<file path="src/thsc_pkg.sv">
package thsc_pkg;

    localparam int unsigned SCRATCH_BYTES = 9;
    localparam int unsigned POS_W         = 4;
    localparam logic [POS_W-1:0] LAST_POS = POS_W'(SCRATCH_BYTES - 1);

    // scratchpad byte slots
    localparam logic [POS_W-1:0] POS_TEMP_LSB = 4'd0;
    localparam logic [POS_W-1:0] POS_TEMP_MSB = 4'd1;
    localparam logic [POS_W-1:0] POS_ALARM_HI = 4'd2;
    localparam logic [POS_W-1:0] POS_ALARM_LO = 4'd3;
    localparam logic [POS_W-1:0] POS_CONFIG   = 4'd4;

    localparam logic [7:0] CRC_POLY_REFL = 8'h8C;
    localparam logic [3:0] RES_BASE      = 4'd9;
    localparam int unsigned RES_LSB      = 5;

    localparam int unsigned TEMP_W   = 13;
    localparam int unsigned OUT_DW   = 40;

    typedef logic [7:0]        t_byte;
    typedef logic [POS_W-1:0]  t_pos;

    // one byte of the reflected 1-Wire CRC-8, LSB first
    function automatic t_byte crc8_byte(input t_byte crc, input t_byte data);
        t_byte v;
        v = crc ^ data;
        for (int k = 0; k < 8; k++) begin
            if (v[0]) begin
                v = (v >> 1) ^ CRC_POLY_REFL;
            end else begin
                v = v >> 1;
            end
        end
        return v;
    endfunction

endpackage

</file>
<file path="src/thermometer_scratchpad_checker_unit.sv">
// Thermometer scratchpad checker. Feed the nine scratchpad bytes in order, one
// item per byte; tuser set on a byte marks it as byte 0 and drops any partial
// frame. On the ninth byte one result item comes out with the temperature in
// signed sixteenths of a degree, both alarm bytes, the resolution (9 to 12) and
// a CRC-ok flag; the result is sent whether or not the CRC passes. One byte is
// taken every cycle unless a waiting result is stalled: the CRC step and the capture sit between the input
// handshake and a single output register, and a new byte is accepted while a
// result is still waiting as long as the output side takes it in that cycle.
module thermometer_scratchpad_checker_unit (
    input  logic        i_clk,
    input  logic        i_rst_n,
    // slave side
    input  logic        i_s_tvalid,
    output logic        o_s_tready,
    input  logic [7:0]  i_s_tdata,   // [7:0] data_byte
    input  logic        i_s_tuser,   // [0] frame_start
    // master side
    output logic        o_m_tvalid,
    input  logic        i_m_tready,
    output logic [39:0] o_m_tdata,   // [12:0] temperature_sixteenths, [20:13] high_alarm,
                                     // [28:21] low_alarm, [32:29] resolution_bits, [39:33] 0
    output logic        o_m_tuser    // [0] crc_ok
);
    import thsc_pkg::*;

    t_pos  r_pos,      n_pos;
    t_byte r_crc,      n_crc;
    t_byte r_temp_lo,  n_temp_lo;
    t_byte r_temp_hi,  n_temp_hi;
    t_byte r_alarm_hi, n_alarm_hi;
    t_byte r_alarm_lo, n_alarm_lo;
    t_byte r_cfg,      n_cfg;

    logic              r_out_valid, n_out_valid;
    logic [TEMP_W-1:0] r_out_temp;
    t_byte             r_out_ahi, r_out_alo;
    logic [3:0]        r_out_res;
    logic              r_out_crc_ok;

    logic  in_acc;
    logic  out_acc;
    t_pos  cur_pos;
    t_byte cur_crc;
    t_byte crc_next;
    logic  frame_done;

    assign o_s_tready = !r_out_valid || i_m_tready;
    assign in_acc     = i_s_tvalid && o_s_tready;
    assign out_acc    = r_out_valid && i_m_tready;

    assign cur_pos    = i_s_tuser ? '0 : r_pos;
    assign cur_crc    = i_s_tuser ? '0 : r_crc;
    assign crc_next   = crc8_byte(cur_crc, i_s_tdata);
    assign frame_done = in_acc && (cur_pos >= LAST_POS);

    always_comb begin
        n_pos      = r_pos;
        n_crc      = r_crc;
        n_temp_lo  = r_temp_lo;
        n_temp_hi  = r_temp_hi;
        n_alarm_hi = r_alarm_hi;
        n_alarm_lo = r_alarm_lo;
        n_cfg      = r_cfg;
        if (in_acc) begin
            case (cur_pos)
                POS_TEMP_LSB: n_temp_lo  = i_s_tdata;
                POS_TEMP_MSB: n_temp_hi  = i_s_tdata;
                POS_ALARM_HI: n_alarm_hi = i_s_tdata;
                POS_ALARM_LO: n_alarm_lo = i_s_tdata;
                POS_CONFIG:   n_cfg      = i_s_tdata;
                default:      ;
            endcase
            if (frame_done) begin
                n_pos = '0;
                n_crc = '0;
            end else begin
                n_pos = cur_pos + 1'b1;
                n_crc = crc_next;
            end
        end
    end

    always_comb begin
        n_out_valid = r_out_valid;
        if (out_acc) begin
            n_out_valid = 1'b0;
        end
        if (frame_done) begin
            n_out_valid = 1'b1;
        end
    end

    always_ff @(posedge i_clk) begin
        if (!i_rst_n) begin
            r_pos       <= '0;
            r_crc       <= '0;
            r_temp_lo   <= '0;
            r_temp_hi   <= '0;
            r_alarm_hi  <= '0;
            r_alarm_lo  <= '0;
            r_cfg       <= '0;
            r_out_valid <= 1'b0;
        end else begin
            r_pos       <= n_pos;
            r_crc       <= n_crc;
            r_temp_lo   <= n_temp_lo;
            r_temp_hi   <= n_temp_hi;
            r_alarm_hi  <= n_alarm_hi;
            r_alarm_lo  <= n_alarm_lo;
            r_cfg       <= n_cfg;
            r_out_valid <= n_out_valid;
        end
    end

    // bytes 0..4 are never written on the last byte, so the stored copies are current
    always_ff @(posedge i_clk) begin
        if (frame_done) begin
            r_out_temp   <= {r_temp_hi[TEMP_W-9:0], r_temp_lo};
            r_out_ahi    <= r_alarm_hi;
            r_out_alo    <= r_alarm_lo;
            r_out_res    <= RES_BASE + {2'b00, r_cfg[RES_LSB+1:RES_LSB]};
            r_out_crc_ok <= (crc_next == 8'h00);
        end
    end

    assign o_m_tvalid = r_out_valid;
    assign o_m_tdata  = {7'b0, r_out_res, r_out_alo, r_out_ahi, r_out_temp};
    assign o_m_tuser  = r_out_crc_ok;

    a_pos_range: assert property (@(posedge i_clk) disable iff (!i_rst_n)
        r_pos <= LAST_POS)
        else $error("byte position beyond last scratchpad byte");

    a_restart: assert property (@(posedge i_clk) disable iff (!i_rst_n)
        (in_acc && i_s_tuser) |=> (r_pos == POS_TEMP_MSB))
        else $error("frame start did not restart at byte 0");

    a_emit: assert property (@(posedge i_clk) disable iff (!i_rst_n)
        (in_acc && !i_s_tuser && r_pos == LAST_POS)
            |=> (o_m_tvalid && r_pos == '0 && r_crc == '0))
        else $error("last byte did not produce a result");

    a_no_spurious: assert property (@(posedge i_clk) disable iff (!i_rst_n)
        $rose(o_m_tvalid) |-> $past(in_acc))
        else $error("result appeared without an input byte");

endmodule
</file>
<file path="config.mk">
export PLATFORM = sky130hd
export DESIGN_NAME = thermometer_scratchpad_checker_unit
export DESIGN_NICKNAME = d
export VERILOG_FILES = /design/src/thsc_pkg.sv /design/src/thermometer_scratchpad_checker_unit.sv
export SDC_FILE = /design/constraint.sdc
export NUM_CORES = 1
export LEC_CHECK = 0
export BUFFER_PORTS_ARGS = -buffer_cell sky130_fd_sc_hd__buf_4
export CAP_MARGIN = 5
export CORE_MARGIN = 5
export CORE_UTILIZATION = 45
export CTS_CLUSTER_SIZE = 16
export DETAILED_ROUTE_END_ITERATION = 6
export MAX_ROUTING_LAYER = met4
export PLACE_DENSITY = 0.72
export SLEW_MARGIN = 20
export SYNTH_ARGS = -nofsm -noshare
export SYNTH_HDL_FRONTEND = slang
export SYNTH_SLANG_ARGS = --single-unit
export TNS_END_PERCENT = 20
</file>
<file path="constraint.sdc">
create_clock -name i_clk -period 2.9 [get_ports i_clk]
set_clock_uncertainty 0.2 [all_clocks]
set_input_delay 0 -clock i_clk [delete_from_list [all_inputs] [get_ports i_clk]]
set_output_delay 0 -clock i_clk [all_outputs]
set_load 0.01 [all_outputs]
</file>
**Yosys cells after proc, flatten, opt, wreduce, memory -nomap -nowiden**

Index checks and enable logic that the tools add are counted.

- Register bits: 83
- Bits in latches: 0
- Memory bits (writable): 0
- Memory bits (read-only): 0
- Bits of input ports: 13
- Logic and storage cells: 56
- Memories kept: 0

- Add/sub/neg operators: 2
- Multiply operators: 0
- Divide/modulo/power cells: 0
- Magnitude comparators: 1
- Equal/unequal tests: 4
- Shift-type cells: 0
- Mux-type cells: 14
- Bitwise logic cells: 9
- Reductions and logical operators: 13

Operators by type and width:

| cell | number |
|---|---|
| $mux W8 | 10 |
| $not A2 Y3 | 8 |
| $reduce_and A2 Y1 | 5 |
| $eq A4 B2 Y1 const B | 2 |
| $logic_not A8 Y1 | 1 |
| $mux W4 | 2 |
| $xor A8 B8 Y8 | 1 |
| $add A4 B1 Y4 const B | 1 |
| $add A4 B2 Y4 const A | 1 |
| $eq A4 B1 Y1 const B | 1 |
| $eq A4 B3 Y1 const B | 1 |
| $ge A4 B4 Y1 const B | 1 |
| $logic_not A4 Y1 | 1 |
| $logic_and A1 B1 Y1 | 3 |
| $mux W1 | 2 |
| $reduce_bool A2 Y1 | 1 |
| $logic_not A1 Y1 | 1 |
| $logic_or A1 B1 Y1 | 1 |

**Logic depth before layout (Yosys ltp)**

Gate-level depths: netlist of run 1.

- Word-level depth: 19
- Gate-level depth with buffers: 8
- Mapped depth without buffers: 7

**Worst setup path after synthesis of run 1**

OpenSTA, ideal clock, no wires.

- Path kind: reg2reg
- Start point: register r_out_valid, in the netlist o_m_tvalid
- End point: register r_out_crc_ok, in the netlist o_m_tuser (enable)
- Library setup time: 425 ps
- Data arrival time: 2,322 ps
- Data required time: 2,275 ps
- Path slack: -46 ps
- Cell stages (with the launch flop): 6
- Path buffers: 1
- Clock period less this slack: 2,946 ps
- Path through: dfxtp_1 -> nor2b_1 -> inv_1 -> nand2_1 -> buf_6 -> nor2_1

- Longest elaborated chain between the ends: 4

RTL lines:

| item | RTL line | text |
|---|---|---|
| from (decl) | thermometer_scratchpad_checker_unit.sv:34 | `logic r_out_valid, n_out_valid;` |
| from (signal assigned) | thermometer_scratchpad_checker_unit.sv:111 | `r_out_valid <= n_out_valid;` |
| $logic_not A1 Y1 | thermometer_scratchpad_checker_unit.sv:47 | `assign o_s_tready = !r_out_valid \|\| i_m_tready;` |
| $logic_or A1 B1 Y1 | thermometer_scratchpad_checker_unit.sv:47 |  |
| net o_s_tready | thermometer_scratchpad_checker_unit.sv:14 | `output logic o_s_tready,` |
| $logic_and A1 B1 Y1 | thermometer_scratchpad_checker_unit.sv:48 | `assign in_acc = i_s_tvalid && o_s_tready;` |
| $logic_and A1 B1 Y1 | thermometer_scratchpad_checker_unit.sv:54 | `assign frame_done = in_acc && (cur_pos >= LAST_POS);` |
| net frame_done | thermometer_scratchpad_checker_unit.sv:45 | `logic frame_done;` |
| to (signal assigned) | thermometer_scratchpad_checker_unit.sv:122 | `r_out_crc_ok <= (crc_next == 8'h00);` |
| to (decl) | thermometer_scratchpad_checker_unit.sv:38 | `logic r_out_crc_ok;` |

The timed path passes the listed nets, and every way through them passes these cells.
A chain may end at the register's enable or synchronous reset.

**Final worst setup path of run 1**

- Start point: input i_s_tuser
- End point: register r_alarm_lo[3]

- Longest elaborated chain between the ends: 3

RTL lines:

| item | RTL line | text |
|---|---|---|
| from (decl) | thermometer_scratchpad_checker_unit.sv:16 | `input logic i_s_tuser,` |
| $mux W4 | thermometer_scratchpad_checker_unit.sv:51 | `assign cur_pos = i_s_tuser ? '0 : r_pos;` |
| $eq A4 B2 Y1 | thermometer_scratchpad_checker_unit.sv:65 | `case (cur_pos)` |
| $reduce_and A2 Y1 (no source line) | n/a |  |
| to (signal assigned) | thermometer_scratchpad_checker_unit.sv:109 | `r_alarm_lo <= n_alarm_lo;` |
| to (decl) | thermometer_scratchpad_checker_unit.sv:31 | `t_byte r_alarm_lo, n_alarm_lo;` |

No other way between the ends.

==> results.tsv, run 1 <==
metric	value	unit
area growth from synthesis to layout	20.3	%
vias	2380	
Crit path max-delay family	buffers and inverters	
DRT iter0 DRCs	85	
Reg2Reg Depth	7	
CTS tree	yes	
wirelength, routed	6.65	mm
post-CTS setup buffers	0	
Avg Synthesized Cell Area	11.0	sq um
min Tclk post-route	2.68	ns
final cell count without fillers	468	
Crit Path Class	primary input to register	
register bit total from synthesis	77	
cell count after synthesis	311	
RSZ-0062 raised after global routing	false	
Cell Area, Synth	3410	sq um
most common cell in the netlist	dfxtp_1	
Synth Area in Compound Gates	0.126	
initial core utilization	0.466	
Worst Setup Slack post-DPL	0.866	ns
CP dominant cell by count	nand2_1	
Routed Antenna Nets	0	
Async S/R FF share, synth	0	
hold depth	0	
H-tree levels	3	
die footprint	9430	sq um
ANT cells	0	
CP Launch Type	primary input	
Synth warnings	0	
Max Freq	373	MHz
leakage	0.00152	uW
initial antenna violation count	0	
worst skew pair latency	0.34	ns
number of global-route vias before repair	2224	
number of buffers created by CTS	9	
XOR/XNOR Fraction of Synth Area	0.0828	
residual DRC count	0	
hold path startpoint	r_alarm_lo[4]	
worst-case clock buffer depth	2	
critical path buffer and inverter count	5	
FF-to-FF End	r_alarm_lo[3]	
adder-cell share of the synthesized area	0.0183	
Core Area	7330	sq um
final worst slack	0.219	ns
count of cell types in the netlist	45	
simple-gate share of the synthesized area	0.162	
CP max FO	17	
top post-synthesis cells by count	dfxtp_1 (44), nand2_1 (42), edfxtp_1 (33)	
Worst VDD drop	256	uV
largest family of logic cells by synthesized area	simple AND/OR/NAND/NOR gates	
clk sinks	77	
pin count of the biggest net entering global routing	46	
Avg WL per Cell	14.2	um
Yosys top cell area share	0.290	
DIE WIDTH	97.1	um
vias per std cell	5.09	
area of the multi-input gates	1380	sq um
Root Buffer	clkbuf_8	
drt first pass iters	5	
die height	97.1	um
Placed Cells	439	
HP Class	register to register	
final setup vio count	0	
Tot GR Track Use	0.148	
max-capacitance violation count	0	
first-pass GRT wire length	11.0	mm
post-synthesis sequential area ratio	0.548	
post-layout util	0.560	
Critical Path RT	2.93	ns
Slew Viols, Final	0	
critical path's largest stage delay	0.56	ns
Synth area leader	edfxtp_1	
Rows	31	
EDFF count, synth	33	
largest cells by area after synthesis	edfxtp_1 (29%), dfxtp_1 (26%), a21boi_0 (6.6%)	
Ports	56	
setup TNS	0	ns
Final Hold Viols	0	
Worst setup EP type	register	
Reg area	1870	sq um
Slowest-stage cell, CP	dlygate4sd3_1	
Filler cells	632	
Crit Reg-Reg Startpoint	o_m_tvalid	
DP HPWL	4.61	mm
Port Buffer Count	47	
ratio of cells with drive above 1 in the final layout	0.192	
gpl congestion	0.835	
Clk pin slew, worst setup/hold paths	0.08	ns
flop2flop setup slack	0.47	ns
nets	383	
grt total ovfl	0	
mux cell area share after synthesis	0.00587	
Worst Hold Path EP	r_out_alo[4]	
Pwr Total	2440	uW
fin crit share	0.925	
critical path cell sequence	dlygate4sd3_1, buf_4, inv_1, nand2_1, inv_1, ha_1, nand2_1, nand2_1, a21boi_0, dlygate4sd3_1	
status	finished clean	
Synth Flop Type	dfxtp_1	
PwrDens	595	nW/um^2
Arr. time, crit path	2.71	ns
-- report_power, final --
part | switching (uW) | internal (uW)
Combinational | 190 | 245
Sequential | 44.5 | 1160
Clock | 382 | 419
-- flip-flops by register name (all words and copies together) (netlist names), 5 cells and up --
register / cells
r_out_temp: 13
r_alarm_hi: 8
r_alarm_lo: 8
r_crc: 8
r_out_ahi: 8
r_out_alo: 8
r_temp_lo: 8
r_temp_hi: 5
-- per-layer routing --
metal / GRT usage / up-vias / routed length, um
li1: - / 1179 / -
met1: 0.199 / 1117 / 3110
met2: 0.221 / 76 / 3030
met3: 0.0309 / 8 / 432
met4: 0.0551 / 0 / 82
met5: - / - / 0
-- placed cells by master (no fill, tap or decap), types with 3 or more instances in the layout --
cell,n
edfxtp_1,33
nor2_1,9
ha_1,5
inv_1,5
xor2_1,3
dlygate4sd3_1,14
a21boi_0,30
o21a_1,3
and2_1,9
xnor3_1,3
xnor2_1,13
o21ai_0,5
o211ai_1,3
dfxtp_1,44
clkbuf_8,10
nand3_1,31
a21oi_1,5
conb_1,8
a32o_1,3
buf_4,50
nor2b_1,8
nand2_1,42
-- what timing repair did --
action	in CTS	in global routing
hold buffers	14	0
hold endpoints to repair	42	0
resized for setup	0	0
-- worst max path at each step --
stage                          endpoint        from  cells past startpoint  slack [ns]
after floorplan               o_m_tuser  o_m_tvalid                      5        0.51
after global placement     r_out_alo[5]  o_m_tvalid                      5        0.91
after detailed placement   r_out_alo[4]  o_m_tvalid                      5        0.87
after CTS                 r_alarm_lo[3]   i_s_tuser                     10        0.27
after global routing      r_alarm_lo[3]   i_s_tuser                     10        0.05
final                     r_alarm_lo[3]   i_s_tuser                     10        0.22
-- layout make-up --
| type | count | share of cell area |
|---|---|---|
| inverter | 5 | 0.00457 |
| clock inverter | 5 | 0.0146 |
| multi-input combinational | 208 | 0.336 |
| clock buffer | 10 | 0.0335 |
| tap | 99 | 0.0302 |
| sequential | 77 | 0.456 |
| timing repair buffer | 64 | 0.125 |
-- metrics by stage --
step	hold WS (ns)	area, sq um
floorplan	-0.0516	3440
global placement	0.128	3770
detailed placement	0.139	3770
CTS	0.238	4110
global route	0.243	4110
finish	0.237	4110
-- cell families (layout without fill, tap and decap cells) --
| family | count (synthesis) | count (layout) |
|---|---|---|
| and+or+nand+nor | 113 | 113 |
| DFF | 77 | 77 |
| AOI/OAI and AO/OA | 58 | 58 |
| buffers and inverters | 32 | 84 |
| xor gates and xnor gates | 22 | 22 |
| adders and majority gates | 5 | 5 |
| other | 2 | 8 |
| muxes | 2 | 2 |
Note: power is estimated with default switching activity, not from simulation.
==> run 2, diff against run 1 <==
--- a/config.mk
+++ b/config.mk
@@ -5,8 +5,10 @@
 export SDC_FILE = /design/constraint.sdc
 export NUM_CORES = 1
 export LEC_CHECK = 0
+export ABC_AREA = 1
 export BUFFER_PORTS_ARGS = -buffer_cell sky130_fd_sc_hd__buf_4
 export CAP_MARGIN = 5
+export CORE_ASPECT_RATIO = 2
 export CORE_MARGIN = 5
 export CORE_UTILIZATION = 45
 export CTS_CLUSTER_SIZE = 16
==> run 2 against run 1 <==
Compared with the run above:
- sequential cell count unchanged
- first-iteration DRC count up 84%
- via count is 6.3% higher
- power grew 3.3%
- sequential share of layout area rose by 0.52 points
- largest cell class unchanged
- non-clock buffer count unchanged
- die area is 4.1% lower
==> results.tsv, run 2 <==
metric	value	unit	change
status	finished clean		unchanged
register bit total from synthesis	77		unchanged
fin crit share	0.882		was 0.925
gpl congestion	0.827		was 0.835
max-capacitance violation count	0		unchanged
HP Class	primary input to register		was register to register
RSZ-0062 raised after global routing	false		unchanged
largest cells by area after synthesis	edfxtp_1 (31%), dfxtp_1 (27%), nand2_1 (9.3%)		was edfxtp_1 (29%), dfxtp_1 (26%), a21boi_0 (6.6%)
Core Area	6940	sq um	was 7330 sq um
ANT cells	0		unchanged
most frequent cells in the layout	nand2_1 (80), buf_4 (50), dfxtp_1 (44)		was buf_4 (50), dfxtp_1 (44), nand2_1 (42)
hold path startpoint	i_s_tvalid		was r_alarm_lo[4]
Crit path max-delay family	buffers and inverters		unchanged
vias per std cell	4.92		was 5.09
Filler cells	594		was 632
Synth Flop Type	dfxtp_1		unchanged
post-CTS setup buffers	0		unchanged
vias	2531		was 2380
Hold WS	0.0954	ns	was 0.237 ns
critical path cell sequence	dlygate4sd3_1, buf_4, inv_1, nand2_1, nand2_1, nor2_1, buf_4, inv_1, nor2_1, buf_4, inv_1, nor2_1, nor2_1, dlygate4sd3_1		was dlygate4sd3_1, buf_4, inv_1, nand2_1, inv_1, ha_1, nand2_1, nand2_1, a21boi_0, dlygate4sd3_1
count of cell types in the netlist	28		was 45
Max Freq	391	MHz	was 373 MHz
grt total ovfl	0		unchanged
die footprint	9040	sq um	was 9430 sq um
Avg Synthesized Cell Area	9.03	sq um	was 11.0 sq um
Final Hold Viols	0		unchanged
worst-case clock buffer depth	2		unchanged
most common cell in the netlist	nand2_1		was dfxtp_1
CP Launch Type	primary input		unchanged
leakage	0.00175	uW	was 0.00152 uW
post-synthesis sequential area ratio	0.582		was 0.548
Routed Antenna Nets	0		unchanged
Rows	43		was 31
Arr. time, crit path	2.57	ns	was 2.71 ns
Worst VDD drop	347	uV	was 256 uV
drt first pass iters	4		was 5
DRT iter0 DRCs	156		was 85
min Tclk post-route	2.56	ns	was 2.68 ns
Avg WL per Cell	12.5	um	was 14.2 um
Slew Viols, Final	0		unchanged
EDFF count, synth	33		unchanged
CTS tree	yes		unchanged
number of buffers created by CTS	9		unchanged
Reg2Reg Depth	11		was 7
wirelength, routed	6.40	mm	was 6.65 mm
Synth warnings	0		unchanged
DP HPWL	4.70	mm	was 4.61 mm
FF-to-FF End	r_alarm_lo[5]		was r_alarm_lo[3]
Yosys top cell area share	0.308		was 0.290
clk sinks	77		unchanged
DIE WIDTH	69.8	um	was 97.1 um
ratio of cells with drive above 1 in the final layout	0.198		was 0.192
Crit Path Class	primary input to register		unchanged
commonest non-fill, non-tap cell in the layout	nand2_1		was buf_4
Critical Path RT	2.91	ns	was 2.93 ns
Tot GR Track Use	0.152		was 0.148
Slowest-stage cell, CP	dlygate4sd3_1		unchanged
max FFs per register	13		unchanged
residual DRC count	0		unchanged
die height	130	um	was 97.1 um
worst skew pair latency	0.32	ns	was 0.34 ns
top post-synthesis cells by count	nand2_1 (80), dfxtp_1 (44), a21oi_1 (40)		was dfxtp_1 (44), nand2_1 (42), edfxtp_1 (33)
Post-CTS Hold Buffers	14		unchanged
PwrDens	621	nW/um^2	was 595 nW/um^2
Post-CTS Resized	0		unchanged
first-pass GRT wire length	10.7	mm	was 11.0 mm
Synth area leader	edfxtp_1		unchanged
Biggest register	r_out_temp		unchanged
number of global-route vias before repair	2368		was 2224
area growth from synthesis to layout	26.4	%	was 20.3%
hold depth	4		was 0
pin count of the biggest net entering global routing	32		was 46
Slew Limit Headroom	0.667		
initial antenna violation count	0		unchanged
setup TNS	0	ns	unchanged
Crit Reg-Reg Startpoint	o_m_tvalid		unchanged
Root Buffer	clkbuf_16		was clkbuf_8
initial core utilization	0.463		was 0.466
Async S/R FF share, synth	0		unchanged
Worst Hold Path EP	r_crc[2]		was r_out_alo[4]
flop2flop setup slack	0.35	ns	was 0.47 ns
Ports	56		unchanged
Cell Area, Synth	3210	sq um	was 3410 sq um
post-layout util	0.585		was 0.560
Port Buffer Count	47		unchanged
CP dominant cell by count	nor2_1		was nand2_1
final setup vio count	0		unchanged
slew at the pin closest to its max-slew limit	0.498	ns	
H-tree levels	3		unchanged
nets	437		was 383
critical path buffer and inverter count	8		was 5
Worst setup EP type	register		unchanged
CP max FO	16		was 17
cell count after synthesis	356		was 311
critical path's largest stage delay	0.55	ns	was 0.56 ns
Clk pin slew, worst setup/hold paths	0.06	ns	was 0.08 ns
[run 2: cell types whose count changed after synthesis, sizes merged, moves of 5 or more]
cell and delta:
a21oi +35, inv +29, nor2b -8, o21ai +25, nor2 +10, a21boi -30
xnor2 -12, nand2 +50, buf -5, and2 -9
[run 2: metrics by stage]
step           total power, uW  cells  setup WS [ns]  area (sq um)
3_3_place_gp              1420    484          0.946          3620
6_report                  2520    514          0.341          4060
4_1_cts                   2530    514          0.331          4060
2_1_floorplan             1380    362          0.237          3240
5_1_grt                   2630    514          0.121          4060
3_5_place_dp              1430    484          0.885          3620
[run 2: kinds of logic after synthesis]
kind of cell | after synthesis | share of synthesized area
AOI/OAI and AO/OA | 73 | 0.117
xor gates and xnor gates | 3 | 0.0105
adders and majority gates | 5 | 0.0195
buffers and inverters | 53 | 0.0747
DFF | 77 | 0.582
other | 2 | 0.00234
and+or+nand+nor | 143 | 0.194
[run 2: area by class of cell]
class / count / area (sq um) / share of cell area
sequential: 77 / 1870 / 0.461
multi-input combinational: 232 / 1130 / 0.278
timing repair buffer: 64 / 515 / 0.127
clock buffer: 12 / 256 / 0.0632
tap: 90 / 113 / 0.0277
clock inverter: 4 / 46.3 / 0.0114
inverter: 35 / 131 / 0.0323
[run 2: power by group]
part	switching (uW)	total (uW)	leakage [uW]	internal, uW
combinational	161	250	0.000962	88.5
clock	393	1100	0.000146	708
sequential	18.0	1170	0.000643	1150
total	573	2520	0.00175	1950
[run 2: how the worst max path moves through the flow]
stage	from	to	slack (ns)	cells past startpoint
4_1_cts	o_m_tvalid	r_alarm_lo[5]	0.33	11
3_3_place_gp	o_m_tvalid	r_alarm_lo[5]	0.95	10
5_1_grt	i_m_tready	r_alarm_lo[5]	0.12	14
2_1_floorplan	o_m_tvalid	o_m_tuser	0.24	3
3_5_place_dp	o_m_tvalid	r_temp_hi[4]	0.88	7
6_report	i_m_tready	r_alarm_lo[5]	0.34	14
[run 2: layer usage]
layer | part of all wire | GRT usage
met1 | 0.38 | 0.143
met4 | 0.030 | 0.0779
met5 | 0 | -
met2 | 0.55 | 0.280
met3 | 0.042 | 0.0380
[run 2: worst reg2reg max path: stages, from the launching register on]
cell and delay [ns]:
dfxtp_1 0.31, nand2_1 0.10, nand2_1 0.31, nor2_1 0.19, buf_4 0.20, inv_1 0.07
nor2_1 0.13, buf_4 0.21, inv_1 0.06, nor2_1 0.08, nor2_1 0.05, dlygate4sd3_1 0.55
==> run 3, diff against run 2 <==
--- a/config.mk
+++ b/config.mk
@@ -9,12 +9,11 @@
 export BUFFER_PORTS_ARGS = -buffer_cell sky130_fd_sc_hd__buf_4
 export CAP_MARGIN = 5
 export CORE_ASPECT_RATIO = 2
-export CORE_MARGIN = 5
-export CORE_UTILIZATION = 45
+export CORE_UTILIZATION = 35
 export CTS_CLUSTER_SIZE = 16
 export DETAILED_ROUTE_END_ITERATION = 6
 export MAX_ROUTING_LAYER = met4
-export PLACE_DENSITY = 0.72
+export PLACE_DENSITY = 0.59
 export SLEW_MARGIN = 20
 export SYNTH_ARGS = -nofsm -noshare
 export SYNTH_HDL_FRONTEND = slang
==> run 3 against run 2 <==
Compared with the run above:
- global-route usage grew 0.92 points
- maximum frequency shrank 0.96%
- first-iteration DRC count grew 21%
- wire length grew 10%
- register-to-register slack lost 0.02 ns
- largest power group is now the clock network
- utilization shrank 13 points
- sequential cell count is the same
- count of clock-buffer cells in the layout grew 1
- clock power grew 14%
- worst hold slack gained 0.031 ns
- die area grew 6.2%
==> results.tsv, run 3 (synthesis gave the netlist of run 2 again) <==
metric	value	unit	change
status	finished clean		unchanged
Biggest register	r_out_temp		unchanged
number of buffers created by CTS	9		unchanged
area growth from synthesis to layout	27.9	%	was 26.4%
Critical path origin	i_m_tready		unchanged
Routed Antenna Nets	0		unchanged
pin count of the biggest net entering global routing	32		unchanged
critical path's largest stage delay	0.58	ns	was 0.55 ns
Root Buffer	clkbuf_16		unchanged
most frequent cells in the layout	nand2_1 (80), buf_4 (51), dfxtp_1 (44)		was nand2_1 (80), buf_4 (50), dfxtp_1 (44)
initial core utilization	0.359		was 0.463
Post-CTS Hold Buffers	13		was 14
Port Buffer Count	47		unchanged
PwrDens	653	nW/um^2	was 621 nW/um^2
Worst setup EP type	register		unchanged
commonest non-fill, non-tap cell in the layout	nand2_1		unchanged
final worst slack	0.317	ns	was 0.341 ns
DIE WIDTH	69.8	um	about the same
DRT iter0 DRCs	188		was 156
Worst VDD drop	304	uV	was 347 uV
Reg2Reg Depth	11		unchanged
Ports	56		unchanged
post-CTS setup buffers	0		unchanged
Crit Reg-Reg Startpoint	o_m_tvalid		unchanged
first-pass GRT wire length	11.5	mm	was 10.7 mm
Final Hold Viols	0		unchanged
worst skew pair latency	0.33	ns	was 0.32 ns
Filler cells	876		was 594
fin crit share	0.891		was 0.882
nets	437		unchanged
grt total ovfl	0		unchanged
initial antenna violation count	0		unchanged
Arr. time, crit path	2.60	ns	was 2.57 ns
Slowest-stage cell, CP	dlygate4sd3_1		unchanged
number of global-route vias before repair	2355		was 2368
ratio of cells with drive above 1 in the final layout	0.200		was 0.198
Slew Viols, Final	0		unchanged
clk sinks	77		unchanged
critical path cell sequence	dlygate4sd3_1, buf_4, inv_1, nand2_1, nand2_1, inv_1, nand3_1, inv_1, o21ai_0, a21oi_1, dlygate4sd3_1		was dlygate4sd3_1, buf_4, inv_1, nand2_1, nand2_1, nor2_1, buf_4, inv_1, nor2_1, buf_4, inv_1, nor2_1, nor2_1, dlygate4sd3_1
CP Launch Type	primary input		unchanged
leakage	0.00176	uW	was 0.00175 uW
die footprint	9590	sq um	was 9040 sq um
Worst Setup EP	r_alarm_hi[7]		was r_alarm_lo[5]
Avg WL per Cell	13.4	um	was 12.5 um
Rows	49		was 43
ANT cells	0		unchanged
max-capacitance violation count	0		unchanged
wirelength, routed	7.04	mm	was 6.40 mm
slew at the pin closest to its max-slew limit	0.538	ns	was 0.498 ns
residual DRC count	0		unchanged
Core Area	8950	sq um	was 6940 sq um
gpl congestion	0.885		was 0.827
CTS tree	yes		unchanged
Max Freq	387	MHz	was 391 MHz
Tot GR Track Use	0.161		was 0.152
Critical Path RT	2.91	ns	about the same
final setup vio count	0		unchanged
setup TNS	0	ns	unchanged
min Tclk post-route	2.58	ns	was 2.56 ns
Hold WS	0.126	ns	was 0.0954 ns
HP Class	primary input to register		unchanged
RSZ-0062 raised after global routing	false		unchanged
DP HPWL	5.11	mm	was 4.70 mm
FF-to-FF End	r_alarm_lo[5]		unchanged
max FFs per register	13		unchanged
CP max FO	15		was 16
vias	2495		was 2531
Slew Limit Headroom	0.641		was 0.667
Worst Setup Slack post-DPL	0.847	ns	was 0.885 ns
Post-CTS Resized	0		unchanged
CP dominant cell by count	inv_1		was nor2_1
Clk pin slew, worst setup/hold paths	0.06	ns	about the same
vias per std cell	4.74		was 4.92
worst-case clock buffer depth	2		unchanged
drt first pass iters	4		unchanged
H-tree levels	3		unchanged
Crit Path Class	primary input to register		unchanged
flop2flop setup slack	0.33	ns	was 0.35 ns
die height	138	um	was 130 um
==> run 3: worst min-delay path by stage <==
stage | start | end | slack [ns] | cells past startpoint
finish | i_s_tvalid | r_crc[3] | 0.13 | 4
detailed placement | i_m_tready | o_s_tready | 0.13 | 4
global placement | i_m_tready | o_s_tready | 0.11 | 4
CTS | i_s_tvalid | r_crc[3] | 0.14 | 4
floorplan | i_m_tready | o_s_tready | -0.07 | 2
global route | i_s_tvalid | r_crc[1] | 0.18 | 4
==> run 3: worst max-delay path: cells and delay by family <==
kind / cells / cell delay (ns)
buf+inv: 6 / 1.68
simple gates: 3 / 0.66
compound gates: 2 / 0.26
==> run 3: final cells by class <==
class / count / area [sq um] / area share
flip-flops and latches: 77 / 1870 / 0.455
repair buffers: 64 / 513 / 0.125
clock inverters: 3 / 67.6 / 0.0164
well taps: 102 / 128 / 0.0311
inverters: 35 / 131 / 0.0320
clock buffers: 13 / 272 / 0.0661
multi-input cells: 232 / 1130 / 0.274
==> run 3: metrics by stage <==
step           total power [uW]  area (sq um)  instances   util
2_1_floorplan              1380          3240        362      -
3_5_place_dp               1440          3640        497  0.407
4_1_cts                    2700          4110        526  0.459
6_report                   2680          4110        526  0.459
3_3_place_gp               1430          3640        497  0.407
5_1_grt                    2770          4110        526  0.459
==> run 3: power breakdown <==
part | total (uW) | switching, uW | internal [uW] | leakage [uW]
logic | 259 | 171 | 88.5 | 0.000961
clock network | 1250 | 421 | 830 | 0.000161
registers | 1170 | 18.7 | 1150 | 0.000643
total | 2680 | 610 | 2070 | 0.00176
==> run 3: layer usage <==
layer  GRT usage  part of all wire  vias to the layer above
met5           -                 0                        -
met4      0.0944             0.036                        0
met3      0.0271             0.029                       17
met2       0.285              0.54                       59
met1       0.166              0.39                     1129
li1            -                 -                     1290
